### src/rtl/iss_pkg.sv
// ----------------------------------------------------------------------------
// iss_pkg: shared types and constants for interval_schedule_select
// Sizes of the meeting store, the time and position formats, and the word
// held by one sorting cell.
// ----------------------------------------------------------------------------
package iss_pkg;

	// Capacity of the cell chain and width of stored times.
	localparam int MAX_MEETINGS = 64;
	localparam int TIME_WIDTH   = 16;

	// Widths of the channel fields and of the meeting count.
	localparam int IN_TIME_W = 16;
	localparam int POS_W     = 7;
	localparam int COUNT_W   = $clog2(MAX_MEETINGS + 1);

	typedef logic [TIME_WIDTH-1:0] time_t;
	typedef logic [POS_W-1:0]      pos_t;
	typedef logic [COUNT_W-1:0]    count_t;

	// Contents of one sorting cell.
	typedef struct packed {
		logic  valid;
		time_t start;
		time_t fin;
		pos_t  pos;
	} cell_t;

	// Commands broadcast to every cell.
	typedef struct packed {
		logic load;
		logic shift;
	} cell_ctl_t;

	// Controller states.
	localparam logic ST_LOAD = 1'b0;
	localparam logic ST_SCAN = 1'b1;

endpackage

### src/rtl/iss_cell.sv
// ----------------------------------------------------------------------------
// iss_cell: one cell of the insertion-sorting chain
// Holds one meeting. On a load it keeps its meeting, takes the new one or
// takes its lower neighbour's, so the chain stays sorted by end time. On a
// shift it takes its upper neighbour's meeting, moving the chain to cell 0.
// ----------------------------------------------------------------------------
module iss_cell (
	input  logic               clk,
	input  logic               arst_n,
	input  iss_pkg::cell_ctl_t ctl,
	input  iss_pkg::cell_t     ins,
	input  iss_pkg::cell_t     prev,
	input  logic               prev_gt,
	input  iss_pkg::cell_t     next,
	output iss_pkg::cell_t     cur,
	output logic               gt
);
	import iss_pkg::*;

	cell_t cell_q;
	cell_t cell_d;
	logic  take;

	// A held meeting ending strictly later than the new one moves up a place.
	assign gt  = cell_q.valid && (cell_q.fin > ins.fin);
	assign cur = cell_q;

	// Choose the next contents of the cell.
	always_comb begin
		cell_d = cell_q;
		take   = 1'b0;
		if (ctl.shift) begin
			cell_d = next;
			take   = 1'b1;
		end else if (ctl.load) begin
			if (prev_gt) begin
				cell_d = prev;
				take   = 1'b1;
			end else if (gt || (!cell_q.valid && prev.valid)) begin
				cell_d = ins;
				take   = 1'b1;
			end
		end
	end

	// Cell contents; reset leaves the cell empty.
	always_ff @(posedge clk or negedge arst_n) begin
		if (!arst_n) begin
			cell_q <= '0;
		end else if (take) begin
			cell_q <= cell_d;
		end
	end

endmodule

### config.mk
export PLATFORM = sky130hd
export DESIGN_NAME = iss_cell
export DESIGN_NICKNAME = d
export VERILOG_FILES = /design/src/rtl/iss_pkg.sv /design/src/rtl/iss_cell.sv
export SDC_FILE = /design/constraint.sdc
export NUM_CORES = 1
export LEC_CHECK = 0
export ABC_AREA = 1
export BUFFER_PORTS_ARGS = -buffer_cell sky130_fd_sc_hd__clkbuf_2
export CAP_MARGIN = 40
export CORE_ASPECT_RATIO = 1.2
export CORE_MARGIN = 5
export CORE_UTILIZATION = 48
export DETAILED_ROUTE_END_ITERATION = 16
export GPL_TIMING_DRIVEN = 0
export MAX_ROUTING_LAYER = met4
export PLACE_DENSITY = 0.88
export SYNTH_ARGS = -nofsm -noshare
export SYNTH_HDL_FRONTEND = slang
export SYNTH_SLANG_ARGS = --single-unit
### constraint.sdc
create_clock -name clk -period 3.6 [get_ports clk]
set_input_delay 0.36 -clock clk [delete_from_list [all_inputs] [get_ports clk]]
set_output_delay 0.36 -clock clk [all_outputs]
set_load 0.05 [all_outputs]
==> results by group <==
Status
  – Status: completed

Timing
  – Fin Hold WS: 0.0460 ns
  – Relative slew slack: a little over three fifths
  – Endpoints failing setup: 0
  – Final Hold Viols: 0
  – Max-slew violation count: 0
  – RSZ-0062 raised after global routing: false
  – Setup ws final: ~1.4 ns
  – TNS Setup: 0 ns
  – Tcrit/Tclk final: 62.2%
  – Achievable Freq: between 400 and 500 MHz
  – Worst Clk Skew: 0.00865 ns
  – Worst-margin pin slew: 0.558 ns
  – Post-layout min period: 2.24 ns

Worst setup path
  – Crit path from: cur[22]
  – Worst path max stage delay: 0.41 ns
  – CP Buf/Inv Count: 3
  – Critical Path End Type: output port
  – WP data required: about 3.2 ns
  – Critical path's top delay family: simple AND/OR/NAND/NOR gates
  – CP max-delay cell: dfrtp_1
  – CP most frequent cell: nand2_1
  – Critical R2R Launch: cur[18]
  – CP max FO: 3
  – Crit path DAT: between 1.5 and 2 ns
  – Crit path cell chain: ha_1, nand2_1, nor2_1, nand2_1, inv_1, nand2_1, nand2_1, nand2_2, inv_1, clkbuf_2
  – Startpoint types: flip-flop
  – Setup Crit Path Kind: flip-flop to output port

Drt
  – Top sig layer: met4
  – Starting DRT DRC Count: around 110
  – DRC Markers: 0
  – ANT nets after route: 0
  – Detailed Route WL: between 8 and 9 mm
  – Wirelength per Cell: 13.4 microns
  – Met2 routed WL: approximately 4.6 mm
  – Vias: roughly 3300
  – Wl on met1: 3.57 mm
  – TritonRoute pass-1 iters: 4
  – Via density per instance: about 5
  – Metal3 WL: around 520 microns

Clock network
  – CTS sink count: 40
  – Clk_lat worst skew: approximately 0.28 ns
  – TritonCTS clock tree: done
  – Htree depth: 2
  – # resized after CTS: 0
  – Worst-path clk slew: 0.08 ns
  – Clock root cell: clkbuf_8
  – Clk buf depth: 2
  – Post-CTS Repair Setup Buffers: 0
  – Post-CTS Hold Fix Bufs: 0
  – Num CTS Buffers: 5

Global routing
  – Initial antenna violation count: 0
  – GRT Total Usage: roughly a quarter
  – Vias in the first global route: roughly 3200
  – First-pass GRT wire length: between 10 and 15 mm
  – GRT Residual Overflow: 0
  – Pin count of the biggest net entering global routing: 23

Pwr
  – Worst vdd ir: between 0.2 and 0.3 mV
  – Leakage: about 2.4 nW
  – Power per cell area: between 400 and 500 nW/um^2

Synth
  – Mapped Cells: 404
  – Main combinational cell family by area after synthesis: simple AND/OR/NAND/NOR gates
  – Library cells used by synthesis: 19
  – Syn Std Cell Area: 2880 sq um
  – Adder-cell share of the synthesized area: a little under 7%
  – Yosys reg bits: 40
  – Post-Syn Area per Cell: between 7 and 8 sq um
  – Synth Area in XOR/XNOR: 0%
  – Ys Warns: 0
  – Post-Synth Simple-Gate Area: 30.0%
  – Post-Syn Nets: about 550
  – Synth Area in Compound Gates: between 10 and 15%
  – Mux contribution to synthesized area: 8.69%
  – Register area share after synthesis: between 30% and 40%

Cells and area
  – Final #Nets: 717
  – Register Area: ~1000 sq um
  – Fillers: 550
  – Post-route design area: approximately 3900 sq um
  – Largest register FFs: 40
  – End-of-flow core utilization: about two thirds
  – Layout cells sized above 1: about a third
  – Antenna diode count: 0
  – Syn-to-layout area delta: 36.2%
  – Area of the multi-input gates: 1630 sq um

Floorplan
  – Row cnt: 31
  – Full die area: 7650 sq um
  – CORE AREA: slightly below 6000 sq um
  – I/O Pins: roughly 170
  – Initial Utilization: between 40% and 50%
  – Die span in x: 80.7 microns
  – Die Y: around 95 microns

Min path
  – Min-Delay Path Class: primary input to asynchronous set/reset pin

Placement
  – DP Area: roughly 3800 sq um
  – DPL Wire Length: 7.04 mm
  – Setup WS pre-CTS: about 1.6 ns
  – PortBufs: 164
  – GPL Wtd Cong: approximately 0.9

Job
  – Max cap viols: 0
cell type report:
cell class | instances | area share (%)
Inverter | 23 | 2.20
Timing Repair Buffer | 165 | 21.6
Multi-Input combinational cell | 313 | 41.7
Sequential cell | 40 | 25.5
Tap cell | 82 | 2.62
Buffer | 28 | 4.05
Clock buffer | 8 | 2.30
metal layers:
| metal | GRT usage [%] | up-vias |
|---|---|---|
| met1 | 28.5 | 1489 |
| met2 | 42.0 | 138 |
| li1 | - | 1658 |
| met3 | 2.77 | 19 |
| met5 | - | - |
| met4 | 8.31 | 0 |
synth_stat cells:
library cell	number	area [sq um]
ha_1	16	200
nor2_1	23	86.3
mux2i_1	25	250
clkbuf_1	9	33.8
nand2_4	1	11.3
nand3_1	41	205
nand2_2	1	6.26
a21o_1	1	7.51
buf_6	4	45.0
nand4_1	1	6.26
or2_2	1	6.26
nand3_4	1	17.5
nand2_1	140	526
a21oi_1	21	105
buf_4	2	15.0
o21ai_0	41	205
buf_2	13	65.1
dfrtp_1	40	1000
inv_1	23	86.3
per-stage QoR:
step	instances	total power, mW
2_1_floorplan	404	1.05
3_3_place_gp	650	1.26
3_5_place_dp	651	1.28
4_1_cts	659	1.59
5_1_grt	659	1.67
6_report	659	1.57
final timing paths:
kind,end,slack (ns),cells after the start
max reg2reg,cur[17],1.71,10
max,gt,1.36,10
min in group clk,cur[30],0.41,5
min reg2reg,cur[30],0.47,2
max in group asynchronous,cur[1],3.04,2
min,cur[11],0.05,1
power by group:
group	switching [mW]	internal, mW	total (mW)
sequential	0.0487	0.517	0.566
combinational	0.484	0.215	0.699
clock	0.150	0.156	0.307
total	0.683	0.888	1.57
kinds of logic (layout without fill, tap and decap cells):
| logic type | after synthesis | after routing |
|---|---|---|
| AO/OA/AOI/OAI | 63 | 63 |
| adder cells (fa/ha/maj) | 16 | 16 |
| buffers and inverters | 51 | 224 |
| flip-flops | 40 | 40 |
| multiplexers | 25 | 25 |
| AND/OR/NAND/NOR | 209 | 209 |
placed cells by master (no fill, tap or decap), types with 2 or more instances in the layout:
cell type / instances
buf_2: 13
a21oi_1: 21
inv_1: 23
clkbuf_8: 6
nor2_1: 23
nand3_1: 41
buf_4: 2
dfrtp_1: 40
nand2_1: 140
mux2i_1: 25
o21ai_0: 41
ha_1: 16
clkbuf_1: 11
clkbuf_2: 164
buf_6: 4
Note: power is estimated with default switching activity, not from simulation.
