`config.mk`:
```
export PLATFORM = sky130hd
export DESIGN_NAME = iss_ctrl_flat
export DESIGN_NICKNAME = d
export VERILOG_FILES = /design/src/rtl/iss_pkg.sv /design/src/rtl/iss_channels.sv /design/src/rtl/iss_ctrl.sv /design/src/flat_wrapper.sv
export SDC_FILE = /design/constraint.sdc
export NUM_CORES = 1
export LEC_CHECK = 0
export BUFFER_PORTS_ARGS = -buffer_cell sky130_fd_sc_hd__buf_4
export CORE_MARGIN = 4
export CORE_UTILIZATION = 40
export DETAILED_ROUTE_END_ITERATION = 12
export GPL_TIMING_DRIVEN = 0
export HOLD_SLACK_MARGIN = 0.02
export PLACE_DENSITY = 0.77
export SLEW_MARGIN = 10
export SYNTH_ARGS = -nofsm -noshare
export SYNTH_HDL_FRONTEND = slang
export SYNTH_SLANG_ARGS = --single-unit
```
`constraint.sdc`:
```
create_clock -name clk -period 3.26 [get_ports clk]
set_input_delay 0.652 -clock clk [delete_from_list [all_inputs] [get_ports clk]]
set_output_delay 0.652 -clock clk [all_outputs]
set_load 0.02 [all_outputs]
```
`src/rtl/iss_pkg.sv`:
```
// ----------------------------------------------------------------------------
// iss_pkg: shared types and constants for interval_schedule_select
// Sizes of the meeting store, the time and position formats, and the word
// held by one sorting cell.
// ----------------------------------------------------------------------------
package iss_pkg;

	// Capacity of the cell chain and width of stored times.
	localparam int MAX_MEETINGS = 64;
	localparam int TIME_WIDTH   = 16;

	// Widths of the channel fields and of the meeting count.
	localparam int IN_TIME_W = 16;
	localparam int POS_W     = 7;
	localparam int COUNT_W   = $clog2(MAX_MEETINGS + 1);

	typedef logic [TIME_WIDTH-1:0] time_t;
	typedef logic [POS_W-1:0]      pos_t;
	typedef logic [COUNT_W-1:0]    count_t;

	// Contents of one sorting cell.
	typedef struct packed {
		logic  valid;
		time_t start;
		time_t fin;
		pos_t  pos;
	} cell_t;

	// Commands broadcast to every cell.
	typedef struct packed {
		logic load;
		logic shift;
	} cell_ctl_t;

	// Controller states.
	localparam logic ST_LOAD = 1'b0;
	localparam logic ST_SCAN = 1'b1;

endpackage

```
`src/rtl/iss_channels.sv`:
```
// ----------------------------------------------------------------------------
// iss channels: handshake interfaces for meetings and selected positions
// Each word moves when valid and ready are both high at a rising clock edge.
// ----------------------------------------------------------------------------
interface iss_meeting_if;
	logic                         valid;
	logic                         ready;
	logic [iss_pkg::IN_TIME_W-1:0] start_time;
	logic [iss_pkg::IN_TIME_W-1:0] end_time;
	logic                         last_meeting;

	modport source (output valid, start_time, end_time, last_meeting, input ready);
	modport sink   (input valid, start_time, end_time, last_meeting, output ready);
endinterface

interface iss_select_if;
	logic                     valid;
	logic                     ready;
	logic [iss_pkg::POS_W-1:0] position;
	logic                     last_of_run;
	logic                     overflow;

	modport source (output valid, position, last_of_run, overflow, input ready);
	modport sink   (input valid, position, last_of_run, overflow, output ready);
endinterface

```
`src/rtl/iss_ctrl.sv`:
```
// ----------------------------------------------------------------------------
// iss_ctrl: load and selection control for interval_schedule_select
// Accepts meetings, numbers them and drives the chain. After the last
// meeting it pops the chain head each cycle unless a selection stall
// holds it, applies the greedy rule and feeds the output register through
// a one-word candidate holding stage so the final selected one is marked.
// ----------------------------------------------------------------------------
module iss_ctrl (
	input  logic                clk,
	input  logic                arst_n,
	iss_meeting_if.sink         meeting,
	iss_select_if.source        selection,
	input  iss_pkg::cell_t      head,
	output iss_pkg::cell_ctl_t  ctl,
	output iss_pkg::cell_t      ins
);
	import iss_pkg::*;

	logic   state_q;
	count_t count_q;
	logic   dropped_q;
	logic   cand_v_q;
	cell_t  cand_q;
	logic   out_v_q;
	pos_t   out_pos_q;
	logic   out_last_q;
	logic   out_ovf_q;

	logic   acc;
	logic   full;
	logic   out_free;
	logic   chosen;
	logic   push;
	logic   push_last;
	logic   done;

	// Input side: meetings are taken only while loading.
	assign meeting.ready = (state_q == ST_LOAD);
	assign acc           = meeting.valid && meeting.ready;
	assign full          = (count_q == count_t'(MAX_MEETINGS));

	// New meeting presented to every cell.
	assign ins.valid = 1'b1;
	assign ins.start = time_t'(meeting.start_time);
	assign ins.fin   = time_t'(meeting.end_time);
	assign ins.pos   = pos_t'(count_q + count_t'(1));

	// Greedy rule: the first head is always chosen, later ones only when
	// they start strictly after the last chosen end.
	assign out_free  = !out_v_q || selection.ready;
	assign chosen    = !cand_v_q || (head.start > cand_q.fin);
	assign ctl.load  = acc && !full;
	assign ctl.shift = (state_q == ST_SCAN) && head.valid
		&& (!chosen || !cand_v_q || out_free);

	// Output words: a displaced candidate, or the final one once the chain
	// has run dry.
	assign push      = (state_q == ST_SCAN) && cand_v_q && out_free
		&& (!head.valid || chosen);
	assign push_last = !head.valid;
	assign done      = (state_q == ST_SCAN) && !head.valid && (out_free || !cand_v_q);

	// Sequencing, counting and drop tracking.
	always_ff @(posedge clk or negedge arst_n) begin
		if (!arst_n) begin
			state_q   <= ST_LOAD;
			count_q   <= '0;
			dropped_q <= 1'b0;
			cand_v_q  <= 1'b0;
		end else begin
			if (acc) begin
				if (full) begin
					dropped_q <= 1'b1;
				end else begin
					count_q <= count_q + count_t'(1);
				end
				if (meeting.last_meeting) begin
					state_q <= ST_SCAN;
				end
			end
			if (ctl.shift && chosen) begin
				cand_v_q <= 1'b1;
			end
			if (done) begin
				state_q   <= ST_LOAD;
				count_q   <= '0;
				dropped_q <= 1'b0;
				cand_v_q  <= 1'b0;
			end
		end
	end

	// Candidate payload.
	always_ff @(posedge clk) begin
		if (ctl.shift && chosen) begin
			cand_q <= head;
		end
	end

	// Output register valid.
	always_ff @(posedge clk or negedge arst_n) begin
		if (!arst_n) begin
			out_v_q <= 1'b0;
		end else if (push) begin
			out_v_q <= 1'b1;
		end else if (selection.ready) begin
			out_v_q <= 1'b0;
		end
	end

	// Output register payload.
	always_ff @(posedge clk) begin
		if (push) begin
			out_pos_q  <= cand_q.pos;
			out_last_q <= push_last;
			out_ovf_q  <= dropped_q;
		end
	end

	assign selection.valid       = out_v_q;
	assign selection.position    = out_pos_q;
	assign selection.last_of_run = out_last_q;
	assign selection.overflow    = out_ovf_q;

	// The chain is never empty when selection starts.
	a_head_at_scan: assert property (@(posedge clk) disable iff (!arst_n)
		$rose(state_q == ST_SCAN) |-> head.valid)
		else $error("chain empty at start of selection");

	// The meeting count never exceeds capacity.
	a_count_cap: assert property (@(posedge clk) disable iff (!arst_n)
		count_q <= count_t'(MAX_MEETINGS))
		else $error("meeting count beyond capacity");

	// A displaced candidate always reaches the output register.
	a_cand_out: assert property (@(posedge clk) disable iff (!arst_n)
		(ctl.shift && chosen && cand_v_q) |=> out_v_q)
		else $error("displaced candidate lost");

	// The last meeting always starts selection.
	a_last_scan: assert property (@(posedge clk) disable iff (!arst_n)
		(acc && meeting.last_meeting) |=> (state_q == ST_SCAN))
		else $error("selection not started after last meeting");

endmodule

```
`src/flat_wrapper.sv`:
```
// flat-port wrapper written by rule: the top's interface ports become plain ports
module iss_ctrl_flat import iss_pkg::*;
  (clk, arst_n, head, ctl, ins, meeting_valid, meeting_start_time, meeting_end_time, meeting_last_meeting, meeting_ready, selection_valid, selection_position, selection_last_of_run, selection_overflow, selection_ready);
  iss_meeting_if meeting_i ();
  iss_select_if selection_i ();
  input  logic clk;
  input  logic arst_n;
  input  iss_pkg::cell_t head;
  output iss_pkg::cell_ctl_t ctl;
  output iss_pkg::cell_t ins;
  input wire logic [$bits(meeting_i.valid)-1:0] meeting_valid;
  input wire logic [$bits(meeting_i.start_time)-1:0] meeting_start_time;
  input wire logic [$bits(meeting_i.end_time)-1:0] meeting_end_time;
  input wire logic [$bits(meeting_i.last_meeting)-1:0] meeting_last_meeting;
  output wire logic [$bits(meeting_i.ready)-1:0] meeting_ready;
  output wire logic [$bits(selection_i.valid)-1:0] selection_valid;
  output wire logic [$bits(selection_i.position)-1:0] selection_position;
  output wire logic [$bits(selection_i.last_of_run)-1:0] selection_last_of_run;
  output wire logic [$bits(selection_i.overflow)-1:0] selection_overflow;
  input wire logic [$bits(selection_i.ready)-1:0] selection_ready;
  assign meeting_i.valid = meeting_valid;
  assign meeting_i.start_time = meeting_start_time;
  assign meeting_i.end_time = meeting_end_time;
  assign meeting_i.last_meeting = meeting_last_meeting;
  assign meeting_ready = meeting_i.ready;
  assign selection_valid = selection_i.valid;
  assign selection_position = selection_i.position;
  assign selection_last_of_run = selection_i.last_of_run;
  assign selection_overflow = selection_i.overflow;
  assign selection_i.ready = selection_ready;
  iss_ctrl u_core (.clk(clk), .arst_n(arst_n), .meeting(meeting_i), .selection(selection_i), .head(head), .ctl(ctl), .ins(ins));
endmodule
```
==> flow_summary.json <==
{
  "status": "complete, no violations",
  "dp_cells": 369,
  "antennaDiodeCount": 0,
  "worstRegToRegCells": 8,
  "antenna_found_initial": 0,
  "clock_latency_ns": 0.30,
  "ys_seq_area_share_pct": 53.67,
  "drtPass1Iterations": 4,
  "vias_per_cell": 4.653,
  "end_kind": "primary output",
  "synthTopCellsByArea": "edfxtp_1, dfrtp_1, buf_4",
  "synth-edff-count": 32,
  "clock.fmax_ghz": 0.3154,
  "synth_cells": 200,
  "vias": 1754,
  "instances_no_fill": 377,
  "powerDensity_nw_per_um2": 569.1,
  "htree_levels": 2,
  "synthesis.nets": 295,
  "timing.rr.start": "u_core.cand_q[8]$_DFFE_PP_",
  "die_area_um2": 7037,
  "finalCritPeriodShare_pct": 97.25,
  "cts_root_buf": "clkbuf_8",
  "power_leakage_nw": 1.581,
  "core_area_um2": 5540,
  "initial_core_util_pct": 41.58,
  "synth_flop_cell": "edfxtp_1",
  "rows": 27,
  "setup_violations": 0,
  "cts_made_buffers": 5,
  "die_width_um": 83.89,
  "maxCapViolations": 0,
  "portBuffers": 96,
  "yosys_warnings": 0,
  "synth_largest_area_cell": "edfxtp_1",
  "first_global_vias": 1754,
  "drive_above_1_share_pct": 47.87,
  "area_growth_pct": 41.01,
  "num-fill-cells": 473,
  "netlist.area_leader.share_pct": 41.72,
  "r2r_end": "u_core.cand_q[2]$_DFFE_PP_",
  "dp_hpwl_um": 4213,
  "cts.clk_slew.worst_paths_ns": 0.09,
  "yosysMostFrequentCell": "buf_4",
  "skew_ns": 0.001951,
  "final_nets": 399,
  "clockBufferDepth": 2,
  "rrSetupSlack_ns": 0.73,
  "drc": 0,
  "cts_resized": 0,
  "rsz0062_at_grt": "no",
  "io_pins": 130,
  "ir_drop_v": 0.0002952,
  "die_h_um": 83.89,
  "timing_worst_setup_path_type": "input pin to primary output",
  "async_flop_share_pct": 25.58,
  "start_kind": "input pin",
  "ant_nets": 0,
  "overflow": 0,
  "wl_per_cell_um": 13.58,
  "cts_tree": "built",
  "min_path_type": "input pin to async pin",
  "period_needed_ns": 3.171,
  "drt_iter0_markers": 135,
  "grt_pass1_wl_um": 7872,
  "synth_seq_cells": 43,
  "post_cts_buffers": 0,
  "yosys-top-cells-count": "buf_4, edfxtp_1, inv_1",
  "tightest_slew_ns": 0.8031,
  "place.gp.congestion": 0.8845,
  "netlist_area_um2": 2303,
  "slew_headroom_pct": 45.96,
  "hold_viol": 0,
  "clock_sinks": 43,
  "synth_cell_types": 32,
  "syn_area_per_cell_um2": 11.52,
  "wl_um": 5121,
  "required_ns": 2.61,
  "final_util_pct": 58.63,
  "arrival_ns": 2.52,
  "slew_violations": 0,
  "grt_start_max_net_pins": 17,
  "grt_use_total_pct": 14.07,
  "holdWs_ns": 0.1692,
  "crit_start": "head[38]",
  "ctsHoldBuffers": 0,
  "worstPathMaxFanout": 5
}
through the flow:
| stage | cell area [um^2] | setup slack, ns | total power, mW | setup TNS, ns |
|---|---|---|---|---|
| global route | 3248 | 0.007316 | 1.969 | 0 |
| global placement | 3122 | -0.4390 | 1.448 | -10.55 |
| CTS | 3243 | 0.08202 | 1.868 | 0 |
| floorplan | 2311 | 0.1813 | 1.214 | 0 |
| finish | 3248 | 0.08950 | 1.848 | 0 |
| detailed placement | 3148 | -0.06556 | 1.498 | -0.5878 |
metal layers:
layer	GRT usage, %	wire length (um)	vias to the layer above
li1	-	-	868
met1	14.87	1859	781
met2	24.30	2548	94
met3	6.120	602	11
met4	5.994	111	0
met5	0	0	-
worst max-delay path, cell delays in order:
cell     delay (ns)
buf_4          0.11
ha_1           0.36
nand4_4        0.16
nor2_1         0.07
a311o_1        0.39
nor4_2         0.39
o311a_1        0.24
buf_4          0.15
cell type report:
cell class	instances	area, um^2	area share, %
Multi-Input combinational cell	98	743.2	22.88
Clock buffer	5	68.82	2.119
Buffer	36	261.5	8.051
Tap cell	72	90.09	2.773
Inverter	23	86.33	2.658
Sequential cell	43	1236	38.06
Timing Repair Buffer	97	735.7	22.65
Clock inverter	3	26.28	0.8089
state kept, by name (all words and copies together), names as in the netlist:
register                      flops
u_core.cand_q                    23
u_core.count_q                    7
u_core.selection.position         7
u_core.cand_v_q                   1
u_core.dropped_q                  1
u_core.selection.last_of_run      1
u_core.selection.overflow         1
u_core.selection.valid            1
u_core.state_q                    1
worst max-delay path by stage:
stage / endpoint / slack, ns / cells past startpoint
finish: ctl[0] / 0.09 / 8
floorplan: u_core.cand_q[0]$_DFFE_PP_ / 0.18 / 6
global placement: u_core.cand_q[6]$_DFFE_PP_ / -0.44 / 6
global route: ctl[0] / 0.007 / 8
detailed placement: u_core.selection.position[3]$_DFFE_PP_ / -0.07 / 6
CTS: ctl[0] / 0.08 / 8
cells in the final DEF (no fill, tap or decap), types with 2 or more instances in the layout:
cell and n:
o21ai_0 5, clkbuf_8 5, inv_1 23, xnor2_1 2, nor2_1 5, nand4_1 3, a21oi_1 7, nor2b_1 2
xor2_1 3, nor4_1 3, buf_4 129, inv_6 3, nand3_1 13, edfxtp_1 32, ha_1 18, buf_2 2
nand2b_1 4, nand2_1 17, dfrtp_1 11, a21o_1 2
logic make-up (layout without fill, tap and decap cells):
logic type / count (synthesis) / in the layout / synth area share (%)
AO/OA/AOI/OAI: 21 / 21 / 7.062
XOR/XNOR: 5 / 5 / 1.901
adder cells (fa/ha/maj): 18 / 18 / 9.777
buffers and inverters: 59 / 164 / 15.10
flip-flops: 43 / 43 / 53.67
other: 1 / 1 / 0.1628
AND/OR/NAND/NOR: 53 / 53 / 12.33
where the power goes:
part           switching [mW]  internal [mW]  total [mW]
clock network           0.205          0.159       0.364
logic                   0.404          0.292       0.696
registers              0.0499          0.738       0.788
No activity file was read; power rests on OpenSTA's default activity.
